File: config.mk
export PLATFORM = sky130hd
export DESIGN_NAME = complex_matrix_multiply
export DESIGN_NICKNAME = d
export VERILOG_FILES = /design/src/rtl/core/cmm_pkg.sv /design/src/rtl/core/complex_matrix_multiply.sv /design/src/rtl/core/cmm_ram.sv /design/src/rtl/core/cmm_mac.sv
export SDC_FILE = /design/constraint.sdc
export NUM_CORES = 2
export LEC_CHECK = 0
export ABC_AREA = 1
export BUFFER_PORTS_ARGS = -buffer_cell sky130_fd_sc_hd__buf_2
export CAP_MARGIN = 20
export CORE_MARGIN = 1
export CORE_UTILIZATION = 55
export CTS_BUF_LIST = sky130_fd_sc_hd__clkbuf_8
export CTS_CLUSTER_DIAMETER = 40
export DETAILED_ROUTE_END_ITERATION = 10
export PLACE_DENSITY = 0.8
export SYNTH_ARGS = -nofsm -noshare
export SYNTH_HDL_FRONTEND = slang
export SYNTH_SLANG_ARGS = --single-unit
File: constraint.sdc
create_clock -name clk -period 8.9 [get_ports clk]
set_input_delay 1.78 -clock clk [delete_from_list [all_inputs] [get_ports clk]]
set_output_delay 1.78 -clock clk [all_outputs]
set_load 0.05 [all_outputs]
File: src/rtl/core/cmm_pkg.sv
// Shared types and constants of the complex matrix multiplier.
`timescale 1ns / 1ps

package cmm_pkg;

  localparam int N_DEF  = 4;
  localparam int CMD_W  = 2;
  localparam int IDX_W  = 3;
  localparam int ELEM_W = 16;
  localparam int FRAC_W = 4;
  localparam int WORD_W = 2 * ELEM_W;

  localparam logic [FRAC_W-1:0] FRAC_RST = 4'd13;

  localparam logic [CMD_W-1:0] CMD_WR_A = 2'd0;
  localparam logic [CMD_W-1:0] CMD_WR_B = 2'd1;
  localparam logic [CMD_W-1:0] CMD_RUN  = 2'd2;

  // Which partial product the shared multiplier forms this cycle.
  typedef enum logic [1:0] {
    PH_RR,
    PH_II,
    PH_RI,
    PH_IR
  } phase_t;

  typedef struct packed {
    logic   clear;
    logic   mul_en;
    phase_t phase;
    logic   round_en;
  } mac_ctl_t;

endpackage

File: src/rtl/core/complex_matrix_multiply.sv
// Top level of the complex matrix multiplier: command decode, sequencer, stores.
//
// Usage. Three valid/ready channels. The cfg channel writes frac_bits (reset 13),
// the fixed-point fraction width and right shift applied to every sum; write it
// only while the block is idle. The input channel takes commands: write an
// element of A or B (cmd, row, col, elem_re, elem_im), or run the product.
// Element writes are taken one per cycle while the block is idle; writes
// outside the N by N grid and the unused command code are dropped. A run makes
// in_ready fall until the last of the N*N product words, row-major, has gone
// into the output register; last marks the final one.
// For each product word, every k takes a store read and four partial products on
// the one shared 16x16 multiplier, then drain, round and emit.
// The output is one register: a stalled receiver holds the current word and
// the sequencer waits in its emit step. Reset clears control state and sets
// frac_bits to 13; store contents stay undefined until written, and a run
// must not read an element that was never written.
`timescale 1ns / 1ps

module complex_matrix_multiply #(
  parameter int N = cmm_pkg::N_DEF
) (
  input  logic                              clk,
  input  logic                              rst,
  input  logic                              cfg_valid,
  output logic                              cfg_ready,
  input  logic [cmm_pkg::FRAC_W-1:0]        frac_bits,
  input  logic                              in_valid,
  output logic                              in_ready,
  input  logic [cmm_pkg::CMD_W-1:0]         cmd,
  input  logic [cmm_pkg::IDX_W-1:0]         row,
  input  logic [cmm_pkg::IDX_W-1:0]         col,
  input  logic signed [cmm_pkg::ELEM_W-1:0] elem_re,
  input  logic signed [cmm_pkg::ELEM_W-1:0] elem_im,
  output logic                              out_valid,
  input  logic                              out_ready,
  output logic [cmm_pkg::IDX_W-1:0]         out_row,
  output logic [cmm_pkg::IDX_W-1:0]         out_col,
  output logic signed [cmm_pkg::ELEM_W-1:0] prod_re,
  output logic signed [cmm_pkg::ELEM_W-1:0] prod_im,
  output logic                              saturated,
  output logic                              last
);
  import cmm_pkg::*;

  localparam int ELEMS = N * N;
  localparam int AW    = $clog2(ELEMS);
  localparam int IW    = $clog2(N);
  localparam int ACC_W = 33 + $clog2(N);
  localparam logic [IDX_W:0] N_LIM = (IDX_W+1)'(N);
  localparam logic [IW-1:0]  I_MAX = IW'(N - 1);

  typedef enum logic [2:0] {
    S_IDLE,
    S_LOAD,
    S_MUL,
    S_DRAIN,
    S_ROUND,
    S_EMIT
  } state_t;

  state_t          state;
  logic [FRAC_W-1:0] frac;
  logic [IW-1:0]   r_idx, c_idx, k_idx;
  phase_t          phase;

  logic            in_acc, in_range, run_go, emit_go;
  logic            we_a, we_b;
  logic [AW-1:0]   waddr, a_raddr, b_raddr;
  logic [WORD_W-1:0] wdata, a_word, b_word;
  mac_ctl_t        ctl;
  logic signed [ELEM_W-1:0] res_re, res_im;
  logic            res_sat;

  assign cfg_ready = 1'b1;
  assign in_ready  = (state == S_IDLE);
  assign in_acc    = in_valid && in_ready;
  assign in_range  = ({1'b0, row} < N_LIM) && ({1'b0, col} < N_LIM);
  assign we_a      = in_acc && in_range && (cmd == CMD_WR_A);
  assign we_b      = in_acc && in_range && (cmd == CMD_WR_B);
  assign run_go    = in_acc && (cmd == CMD_RUN);
  assign emit_go   = (state == S_EMIT) && (!out_valid || out_ready);
  assign waddr     = AW'(int'(row) * N + int'(col));
  assign wdata     = {elem_re, elem_im};
  assign a_raddr   = AW'(int'(r_idx) * N + int'(k_idx));
  assign b_raddr   = AW'(int'(k_idx) * N + int'(c_idx));

  always_comb begin
    ctl.clear    = run_go || emit_go;
    ctl.mul_en   = (state == S_MUL);
    ctl.phase    = phase;
    ctl.round_en = (state == S_ROUND);
  end

  cmm_ram #(.WIDTH(WORD_W), .DEPTH(ELEMS)) u_ram_a (
    .clk   (clk),
    .we    (we_a),
    .waddr (waddr),
    .wdata (wdata),
    .raddr (a_raddr),
    .rdata (a_word)
  );

  cmm_ram #(.WIDTH(WORD_W), .DEPTH(ELEMS)) u_ram_b (
    .clk   (clk),
    .we    (we_b),
    .waddr (waddr),
    .wdata (wdata),
    .raddr (b_raddr),
    .rdata (b_word)
  );

  cmm_mac #(.ACC_W(ACC_W)) u_mac (
    .clk     (clk),
    .rst     (rst),
    .ctl     (ctl),
    .a_word  (a_word),
    .b_word  (b_word),
    .frac    (frac),
    .res_re  (res_re),
    .res_im  (res_im),
    .res_sat (res_sat)
  );

  always_ff @(posedge clk) begin
    if (rst) begin
      state     <= S_IDLE;
      frac      <= FRAC_RST;
      r_idx     <= '0;
      c_idx     <= '0;
      k_idx     <= '0;
      phase     <= PH_RR;
      out_valid <= 1'b0;
    end else begin
      if (cfg_valid && cfg_ready) begin
        frac <= frac_bits;
      end
      // refill from the emit step, else drop the word once taken
      if (emit_go) begin
        out_valid <= 1'b1;
      end else if (out_valid && out_ready) begin
        out_valid <= 1'b0;
      end
      case (state)
        S_IDLE: begin
          if (run_go) begin
            r_idx <= '0;
            c_idx <= '0;
            k_idx <= '0;
            state <= S_LOAD;
          end
        end
        S_LOAD: begin
          phase <= PH_RR;
          state <= S_MUL;
        end
        S_MUL: begin
          if (phase == PH_IR) begin
            phase <= PH_RR;
            if (k_idx == I_MAX) begin
              k_idx <= '0;
              state <= S_DRAIN;
            end else begin
              k_idx <= k_idx + 1'b1;
              state <= S_LOAD;
            end
          end else begin
            phase <= phase_t'(phase + 1'b1);
          end
        end
        S_DRAIN: begin
          state <= S_ROUND;
        end
        S_ROUND: begin
          state <= S_EMIT;
        end
        S_EMIT: begin
          if (emit_go) begin
            out_row   <= IDX_W'(r_idx);
            out_col   <= IDX_W'(c_idx);
            prod_re   <= res_re;
            prod_im   <= res_im;
            saturated <= res_sat;
            last      <= (r_idx == I_MAX) && (c_idx == I_MAX);
            if (c_idx == I_MAX) begin
              c_idx <= '0;
              if (r_idx == I_MAX) begin
                r_idx <= '0;
                state <= S_IDLE;
              end else begin
                r_idx <= r_idx + 1'b1;
                state <= S_LOAD;
              end
            end else begin
              c_idx <= c_idx + 1'b1;
              state <= S_LOAD;
            end
          end
        end
        default: state <= S_IDLE;
      endcase
    end
  end

endmodule

File: src/rtl/core/cmm_ram.sv
// Generic single-port-write, single-port-read RAM with registered read data.
`timescale 1ns / 1ps

module cmm_ram #(
  parameter int WIDTH = 32,
  parameter int DEPTH = 16
) (
  input  logic                     clk,
  input  logic                     we,
  input  logic [$clog2(DEPTH)-1:0] waddr,
  input  logic [WIDTH-1:0]         wdata,
  input  logic [$clog2(DEPTH)-1:0] raddr,
  output logic [WIDTH-1:0]         rdata
);

  logic [WIDTH-1:0] mem [DEPTH];

  always_ff @(posedge clk) begin
    if (we) begin
      mem[waddr] <= wdata;
    end
    rdata <= mem[raddr];
  end

endmodule

File: src/rtl/core/cmm_mac.sv
// Shared complex multiply-accumulate unit with rounding and saturation.
`timescale 1ns / 1ps

module cmm_mac #(
  parameter int ACC_W = 35
) (
  input  logic                            clk,
  input  logic                            rst,
  input  cmm_pkg::mac_ctl_t               ctl,
  input  logic [cmm_pkg::WORD_W-1:0]      a_word,
  input  logic [cmm_pkg::WORD_W-1:0]      b_word,
  input  logic [cmm_pkg::FRAC_W-1:0]      frac,
  output logic signed [cmm_pkg::ELEM_W-1:0] res_re,
  output logic signed [cmm_pkg::ELEM_W-1:0] res_im,
  output logic                            res_sat
);
  import cmm_pkg::*;

  localparam int PROD_W = 2 * ELEM_W;
  localparam logic signed [ACC_W-1:0] SAT_HI = ACC_W'(32'sd32767);
  localparam logic signed [ACC_W-1:0] SAT_LO = ACC_W'(-32'sd32768);

  logic signed [ELEM_W-1:0] ar, ai, br, bi;
  logic signed [ELEM_W-1:0] op_x, op_y;
  logic signed [PROD_W-1:0] prod;
  logic                     prod_vld;
  phase_t                   prod_op;
  logic signed [ACC_W-1:0]  prod_ext;
  logic signed [ACC_W-1:0]  acc_re, acc_im;
  logic signed [ACC_W-1:0]  rnd_re, rnd_im;
  logic signed [ACC_W-1:0]  half;
  logic [ELEM_W:0]          clip_re, clip_im;

  assign ar = a_word[WORD_W-1:ELEM_W];
  assign ai = a_word[ELEM_W-1:0];
  assign br = b_word[WORD_W-1:ELEM_W];
  assign bi = b_word[ELEM_W-1:0];

  always_comb begin
    case (ctl.phase)
      PH_RR: begin op_x = ar; op_y = br; end
      PH_II: begin op_x = ai; op_y = bi; end
      PH_RI: begin op_x = ar; op_y = bi; end
      PH_IR: begin op_x = ai; op_y = br; end
      default: begin op_x = ar; op_y = br; end
    endcase
  end

  assign prod_ext = {{(ACC_W-PROD_W){prod[PROD_W-1]}}, prod};
  assign half = (frac == '0) ? '0 : (ACC_W'(1) << (frac - 4'd1));

  always_ff @(posedge clk) begin
    if (rst) begin
      prod_vld <= 1'b0;
    end else begin
      prod_vld <= ctl.mul_en;
    end
    if (ctl.mul_en) begin
      prod    <= op_x * op_y;
      prod_op <= ctl.phase;
    end
    if (ctl.clear) begin
      acc_re <= '0;
      acc_im <= '0;
    end else if (prod_vld) begin
      case (prod_op)
        PH_RR: acc_re <= acc_re + prod_ext;
        PH_II: acc_re <= acc_re - prod_ext;
        PH_RI: acc_im <= acc_im + prod_ext;
        PH_IR: acc_im <= acc_im + prod_ext;
        default: acc_re <= acc_re;
      endcase
    end
    if (ctl.round_en) begin
      rnd_re <= acc_re + half;
      rnd_im <= acc_im + half;
    end
  end

  // Floor-shift the biased sum, then clip; top bit of the result is the clip flag.
  function automatic logic [ELEM_W:0] scale_clip(input logic signed [ACC_W-1:0] v,
                                                 input logic [FRAC_W-1:0] sh);
    logic signed [ACC_W-1:0] s;
    s = v >>> sh;
    if (s > SAT_HI) begin
      scale_clip = {1'b1, 16'h7FFF};
    end else if (s < SAT_LO) begin
      scale_clip = {1'b1, 16'h8000};
    end else begin
      scale_clip = {1'b0, s[ELEM_W-1:0]};
    end
  endfunction

  assign clip_re = scale_clip(rnd_re, frac);
  assign clip_im = scale_clip(rnd_im, frac);
  assign res_re  = clip_re[ELEM_W-1:0];
  assign res_im  = clip_im[ELEM_W-1:0];
  assign res_sat = clip_re[ELEM_W] | clip_im[ELEM_W];

endmodule

======== Word level (Yosys, flattened, before mapping) ========
Memories as Yosys holds them, arrays and structs flattened. A register that Yosys moved wholly into a read port is not among the register bits.
Index checks and enable logic that the tools add are counted.
W data, S select, Z words.
word-level totals
  register bits ........................... 229
  latch bits .............................. 0
  bits in writable memories ............... 1,024
  memory bits (read-only) ................. 0
  input port bits ......................... 49
  output and inout port bits .............. 43
  memories ................................ 2
memories
  memory       depth  width  read ports  clocked after Yosys merged registers in  wr ports  line           source
  u_ram_a.mem  16     32     1           1                                        1         cmm_ram.sv:16  logic [WIDTH-1:0] mem [DEPTH];
  u_ram_b.mem  16     32     1           1                                        1         cmm_ram.sv:16
cells by class
  $add $sub $neg .......................... 13
  $mul .................................... 1
  divide/modulo/power cells ............... 0
  order comparisons ....................... 6
  eq/ne operators ......................... 20
  shift operators ......................... 3
  multiplexer cells ....................... 34
  bitwise logic cells ..................... 2
  reductions and logical operators ........ 34
operator list
  cell                    count
  $add A35 B32 Y35        2
  $add A35 B35 Y35        2
  $gt A35 B16 Y1 const B  2
  $lt A35 B16 Y1 const B  2
  $pmux W35 S2            1
  $sshr A35 B4 Y35        2
  $mux W17                4
  $pmux W16 S2            2
  $mux W35                1
  $shl A1 B4 Y35 const A  1
  $sub A35 B32 Y35        1
  $mul A16 B16 Y32        1
  $mux W2                 10
  $pmux W3 S6             1
  $eq A2 B2 Y1 const B    8
  $pmux W2 S2             4
  $mux W3                 4
  $reduce_and A3 Y1       4
  $reduce_bool A2 Y1      5
  $reduce_or A2 Y1        5
  $logic_and A1 B1 Y1     9
  $add A2 B1 Y2 const B   4
  $add A4 B2 Y4           2
  $mux W1                 7
  18 further kinds        29

======== Logic depth before layout (Yosys ltp) ========
  depth in word-level cells ............... 6
  gate-level depth with buffers ........... 32
  mapped depth without buffers ............ 31

======== Modules after synthesis ========
Synthesis repeated with hierarchy kept, for this count alone.
unflattened totals
  cells, all modules ...................... 8,435
  area, all modules ....................... 74,958.1 um^2
by module, submodules not included
  module                   instances  cells each  area an instance (um^2)
  cmm_ram                  2          2,120       22,730.6
  cmm_mac                  1          4,011       27,410.0
  complex_matrix_multiply  1          184         2,087.0

======== Least setup slack after synthesis ========
No wires, ideal clock.
  path type ............................... register -> register
  start point ............................. reg phase[0]
  end point ............................... reg u_mac.prod[31] (data pin)
  setup time .............................. 0.266 ns
  arrival ................................. 6.278 ns
  required time ........................... 8.634 ns
  setup slack ............................. 2.356 ns
  stages on the path, launching flop included .. 24
  path buffers ............................ 1
  cells stage by stage .................... dfxtp_1 > ha_1 > nor2_1 > inv_1 > or2_2 > o21ai_0 > clkbuf_1 > nor2_1 > fa_1 > fa_1 > inv_1 > fa_1 > fa_1 > fa_1 > fa_1 > inv_1 > ha_1 > nand2_1 > nor3_1 > nand2_1 > nor4_1 > nand2_1 > o2111ai_1 > xor2_1
on the way
  cells in the longest elaborated chain, start to end .. 4
  elaborated cells on any way between the ends .. 11
ends and longest elaborated chain
  what                                  line                            source
  start, declared                       complex_matrix_multiply.sv:64   phase_t phase;
  start signal, assigned                complex_matrix_multiply.sv:167  phase <= phase_t'(phase + 1'b1);
  $eq A2 B2 Y1 (tied with other cells)  cmm_mac.sv:40                   case (ctl.phase)
  $reduce_or A2 Y1 (no line)            n/a
  $pmux W16 S2                          cmm_mac.sv:40
  $mul A16 B16 Y32 (*)                  cmm_mac.sv:59                   prod <= op_x * op_y;
  end signal, assigned                  cmm_mac.sv:59
  end, declared                         cmm_mac.sv:25                   logic signed [PROD_W-1:0] prod;
Mark *: on every way between the ends. The rest lies on a longest branch, timed or not.
A chain may end at the register's enable or synchronous reset.

======== Worst setup path in the final report ========
  start point ............................. reg phase[1]
  end point ............................... reg u_mac.prod[25] (data pin)
The elaborated chain is that of the path after synthesis.

==> metrics list <==
- Result of the run: finished clean
- Setup violations remaining at the end of the flow were counted as 0.
* Clock latency on the worst-skew pair: 0.97 ns
* Type of the tightest min-delay check: register to register
- The final number of hold-violating endpoints was 0.
* Relative slew margins: 22.3%
- The net count of the finished layout is 7,394.
* Proportion of synthesized flip-flops having asynchronous set or reset: 0%
* Critical Path Fanout Max: 18
- Maximum clock frequency: 129 MHz
- Top flip-flop cell by instance count after synthesis: sky130_fd_sc_hd__edfxtp_1
- Dividing the detail-routed wire length by the instance count gives 22.6 um.
- The final number of max-transition violations came to 0.
* Worst Path Class, Setup: register to register
- Worst slew pin tran: 1.16 ns
- Total global routing track utilization: 30.2%
- After technology mapping, the gate count stands at 6,810.
- Element type at the critical path end: register
* TritonCTS Buffers: 216
* Worst setup skew after layout: 0.0975 ns
* Antenna violations before repair: 10
* Routed WL: 197 mm
- Clock tree synthesis selected as its root buffer the cell sky130_fd_sc_hd__clkbuf_8.
- Post-CTS repair changed the size of 0 cells.
- The die is 359 um tall.
- Footprint of the multi-input gates: 28,300 um^2
- The detailed router finished its first iteration with 6,107 violations.
- TritonCTS built the clock tree.
* Number of fillers in the final layout: 10,083
- Unrepaired setup endpoints after global routing: false
- Number of I/O pins: 92
- Number of nets with antenna violations after routing: 0
- Fraction of final layout cells with drive strength greater than 1: 7.90%
- The average instance in the mapped netlist occupies 10.3 um^2.
* Max-Cap Viols: 0
- In the finished design, the share of the clock period the worst path needs comes to 86.9%.
- Leaving out fill and tap cells, the most frequent cell in the layout is sky130_fd_sc_hd__edfxtp_1.
* DR vias/cell: 6.02
- Count of state elements after synthesis: 1,317
* Startpoint type of the worst setup path: register
- In this run, post-CTS hold repair placed 0 buffers.
* Max clock buf depth: 3
- Fin crit period: 7.73 ns
- Number of sinks driven by the clock tree: 1,317
- First-pass GRT wire length: 297 mm
- CTS H-tree depth: 4
- Number of synthesized flops with an enable pin: 1,166
* Mapped cell area: 70,100 um^2
* DPL Wire Length: 131 mm
* Gr ovfl total: 0
- For this run, design rule violations remaining after detail routing come to 0.
- The first TritonRoute pass finished after 8 iterations.
- Worst endpoint data arrival time: 8.40 ns
- The via count of the first global-routing pass was 51,429.
- From left edge to right edge, the die measures 359 um.
- The area growth from synthesis to layout is 9.18%.
- Setup total negative slack on the finished layout was measured at 0 ns.
- Post-CTS clock slew at the launch and capture registers of the worst setup and hold paths: 0.06 ns
- Warnings from Yosys: 0
* Post-CTS Setup Inserts: 0
* Top cells by area in the synthesized netlist: sky130_fd_sc_hd__edfxtp_1, sky130_fd_sc_hd__fa_1, sky130_fd_sc_hd__nand2_1
* Count of different cell masters after synthesis: 56
* Initial Utilization: 55.6%
* DIE AREA: 129,000 um^2
* Count of input and output buffers: 88
- RD Place Congestion: 0.995
* Sequential-to-total area share from yosys stat: 54.3%
* Most area-hungry cell type in the Yosys netlist: sky130_fd_sc_hd__edfxtp_1
- Entering global routing, the biggest net connects 197 pins.
* Slack of the worst reg-to-reg path: 1.17 ns
* Share of the synthesized area in the top cell type: 49.9%
- Area of the core region: 126,000 um^2
* DR vias: 52,560
- The floorplan has 130 rows.
- Total area of sequential cells: 38,100 um^2
- Required time of the critical path: 9.57 ns
- The top cell types in the final layout, fill and taps aside, are sky130_fd_sc_hd__edfxtp_1, sky130_fd_sc_hd__nand2_1, sky130_fd_sc_hd__nor2_1, sky130_fd_sc_hd__inv_1, sky130_fd_sc_hd__o21ai_0.
## cells in the mapped netlist, types with 9 or more instances
master / n
sky130_fd_sc_hd__fa_1: 266
sky130_fd_sc_hd__inv_1: 694
sky130_fd_sc_hd__o32ai_1: 41
sky130_fd_sc_hd__nand4_1: 37
sky130_fd_sc_hd__nor2_1: 987
sky130_fd_sc_hd__a21o_1: 27
sky130_fd_sc_hd__ha_1: 189
sky130_fd_sc_hd__buf_1: 25
sky130_fd_sc_hd__xor2_1: 118
sky130_fd_sc_hd__o211ai_1: 67
sky130_fd_sc_hd__o22ai_1: 17
sky130_fd_sc_hd__a31oi_1: 43
sky130_fd_sc_hd__buf_2: 50
sky130_fd_sc_hd__clkbuf_1: 216
sky130_fd_sc_hd__o221ai_1: 213
sky130_fd_sc_hd__o21ai_1: 26
sky130_fd_sc_hd__buf_6: 11
sky130_fd_sc_hd__xnor2_1: 49
sky130_fd_sc_hd__mux2i_1: 105
sky130_fd_sc_hd__clkinv_1: 10
sky130_fd_sc_hd__edfxtp_1: 1166
sky130_fd_sc_hd__dfxtp_1: 151
sky130_fd_sc_hd__nor3_1: 45
sky130_fd_sc_hd__nor4_1: 9
sky130_fd_sc_hd__nand3_1: 373
sky130_fd_sc_hd__o21ai_0: 582
sky130_fd_sc_hd__nand2_1: 989
sky130_fd_sc_hd__a21oi_1: 193
sky130_fd_sc_hd__o21bai_1: 10
## registers in the layout (all words and copies together), names as in the netlist, 3 cells and up
register       cells
u_ram_a.mem      512
u_ram_b.mem      512
u_mac.acc_im      35
u_mac.acc_re      35
u_mac.rnd_im      35
u_mac.rnd_re      35
u_mac.prod        32
u_ram_a.rdata     32
u_ram_b.rdata     32
prod_im           16
prod_re           16
frac               4
state              3
## path summary, 6_finish.rpt
| path | start | to | cells after the start |
|---|---|---|---|
| hold / removal | phase[0] | phase[0] | 1 |
| hold reg to reg | phase[0] | phase[0] | 1 |
| setup / recovery | phase[1] | u_mac.prod[25] | 20 |
| setup reg to reg | phase[1] | u_mac.prod[25] | 20 |
## worst max-delay path: stages, from the launching register on
cell and delay [ns]:
sky130_fd_sc_hd__dfxtp_1 0.39, sky130_fd_sc_hd__inv_1 0.06, sky130_fd_sc_hd__ha_1 0.57, sky130_fd_sc_hd__o21ai_1 0.72, sky130_fd_sc_hd__inv_1 0.36, sky130_fd_sc_hd__nor2_1 0.37, sky130_fd_sc_hd__fa_1 0.59, sky130_fd_sc_hd__fa_1 0.58
sky130_fd_sc_hd__fa_1 0.46, sky130_fd_sc_hd__fa_1 0.51, sky130_fd_sc_hd__fa_1 0.49, sky130_fd_sc_hd__inv_1 0.05, sky130_fd_sc_hd__fa_1 0.47, sky130_fd_sc_hd__inv_1 0.04, sky130_fd_sc_hd__ha_1 0.38, sky130_fd_sc_hd__nand2_1 0.14
sky130_fd_sc_hd__nor3_1 0.56, sky130_fd_sc_hd__nand4_1 0.24, sky130_fd_sc_hd__nand3_1 0.22, sky130_fd_sc_hd__a21oi_1 0.11, sky130_fd_sc_hd__xnor2_1 0.15
## per-layer routing
| metal | GRT usage (%) | vias to the layer above | wire, um |
|---|---|---|---|
| met5 | 0 | - | 13 |
| li1 | - | 23814 | - |
| met2 | 48.6 | 2763 | 92700 |
| met3 | 4.83 | 557 | 18200 |
| met1 | 39.8 | 25424 | 76500 |
| met4 | 15.4 | 2 | 9890 |
## per-stage QoR
step | hold slack (ns) | utilization, % | cell area [um^2] | setup slack, ns | std cells
2_1_floorplan | 0.432 | - | 70100 | 2.36 | 6813
5_1_grt | 0.537 | 60.7 | 76500 | 0.658 | 8727
3_3_place_gp | 0.471 | 57.3 | 72200 | 1.35 | 8322
4_1_cts | 0.514 | 60.7 | 76500 | 1.21 | 8722
3_5_place_dp | 0.498 | 57.3 | 72200 | 1.25 | 8322
6_report | 0.518 | 60.7 | 76500 | 1.17 | 8729
## layout make-up
type                    count  area share [%]
multi-input cells        4470            37.0
inverters                 714            3.53
well taps                1650            2.70
flip-flops and latches   1317            49.7
clock buffers             233            4.19
repair buffers            171            1.42
clock inverters           167            1.45
diodes                      7          0.0229
## kinds of logic (layout without fill, tap and decap cells)
| family | after synthesis | after routing | synth area share, % |
|---|---|---|---|
| buffers and inverters | 1026 | 1285 | 5.79 |
| xor gates and xnor gates | 167 | 167 | 2.09 |
| adders and majority gates | 455 | 455 | 11.0 |
| DFF | 1317 | 1317 | 54.3 |
| other | 2 | 12 | 0.0107 |
| and+or+nand+nor | 2480 | 2480 | 14.4 |
| muxes | 105 | 105 | 1.50 |
| AOI/OAI and AO/OA | 1258 | 1258 | 11.0 |
Power is left out: the tool's default activity adds up to more than one toggle a clock period on the data nets, which glitch-free logic cannot reach.
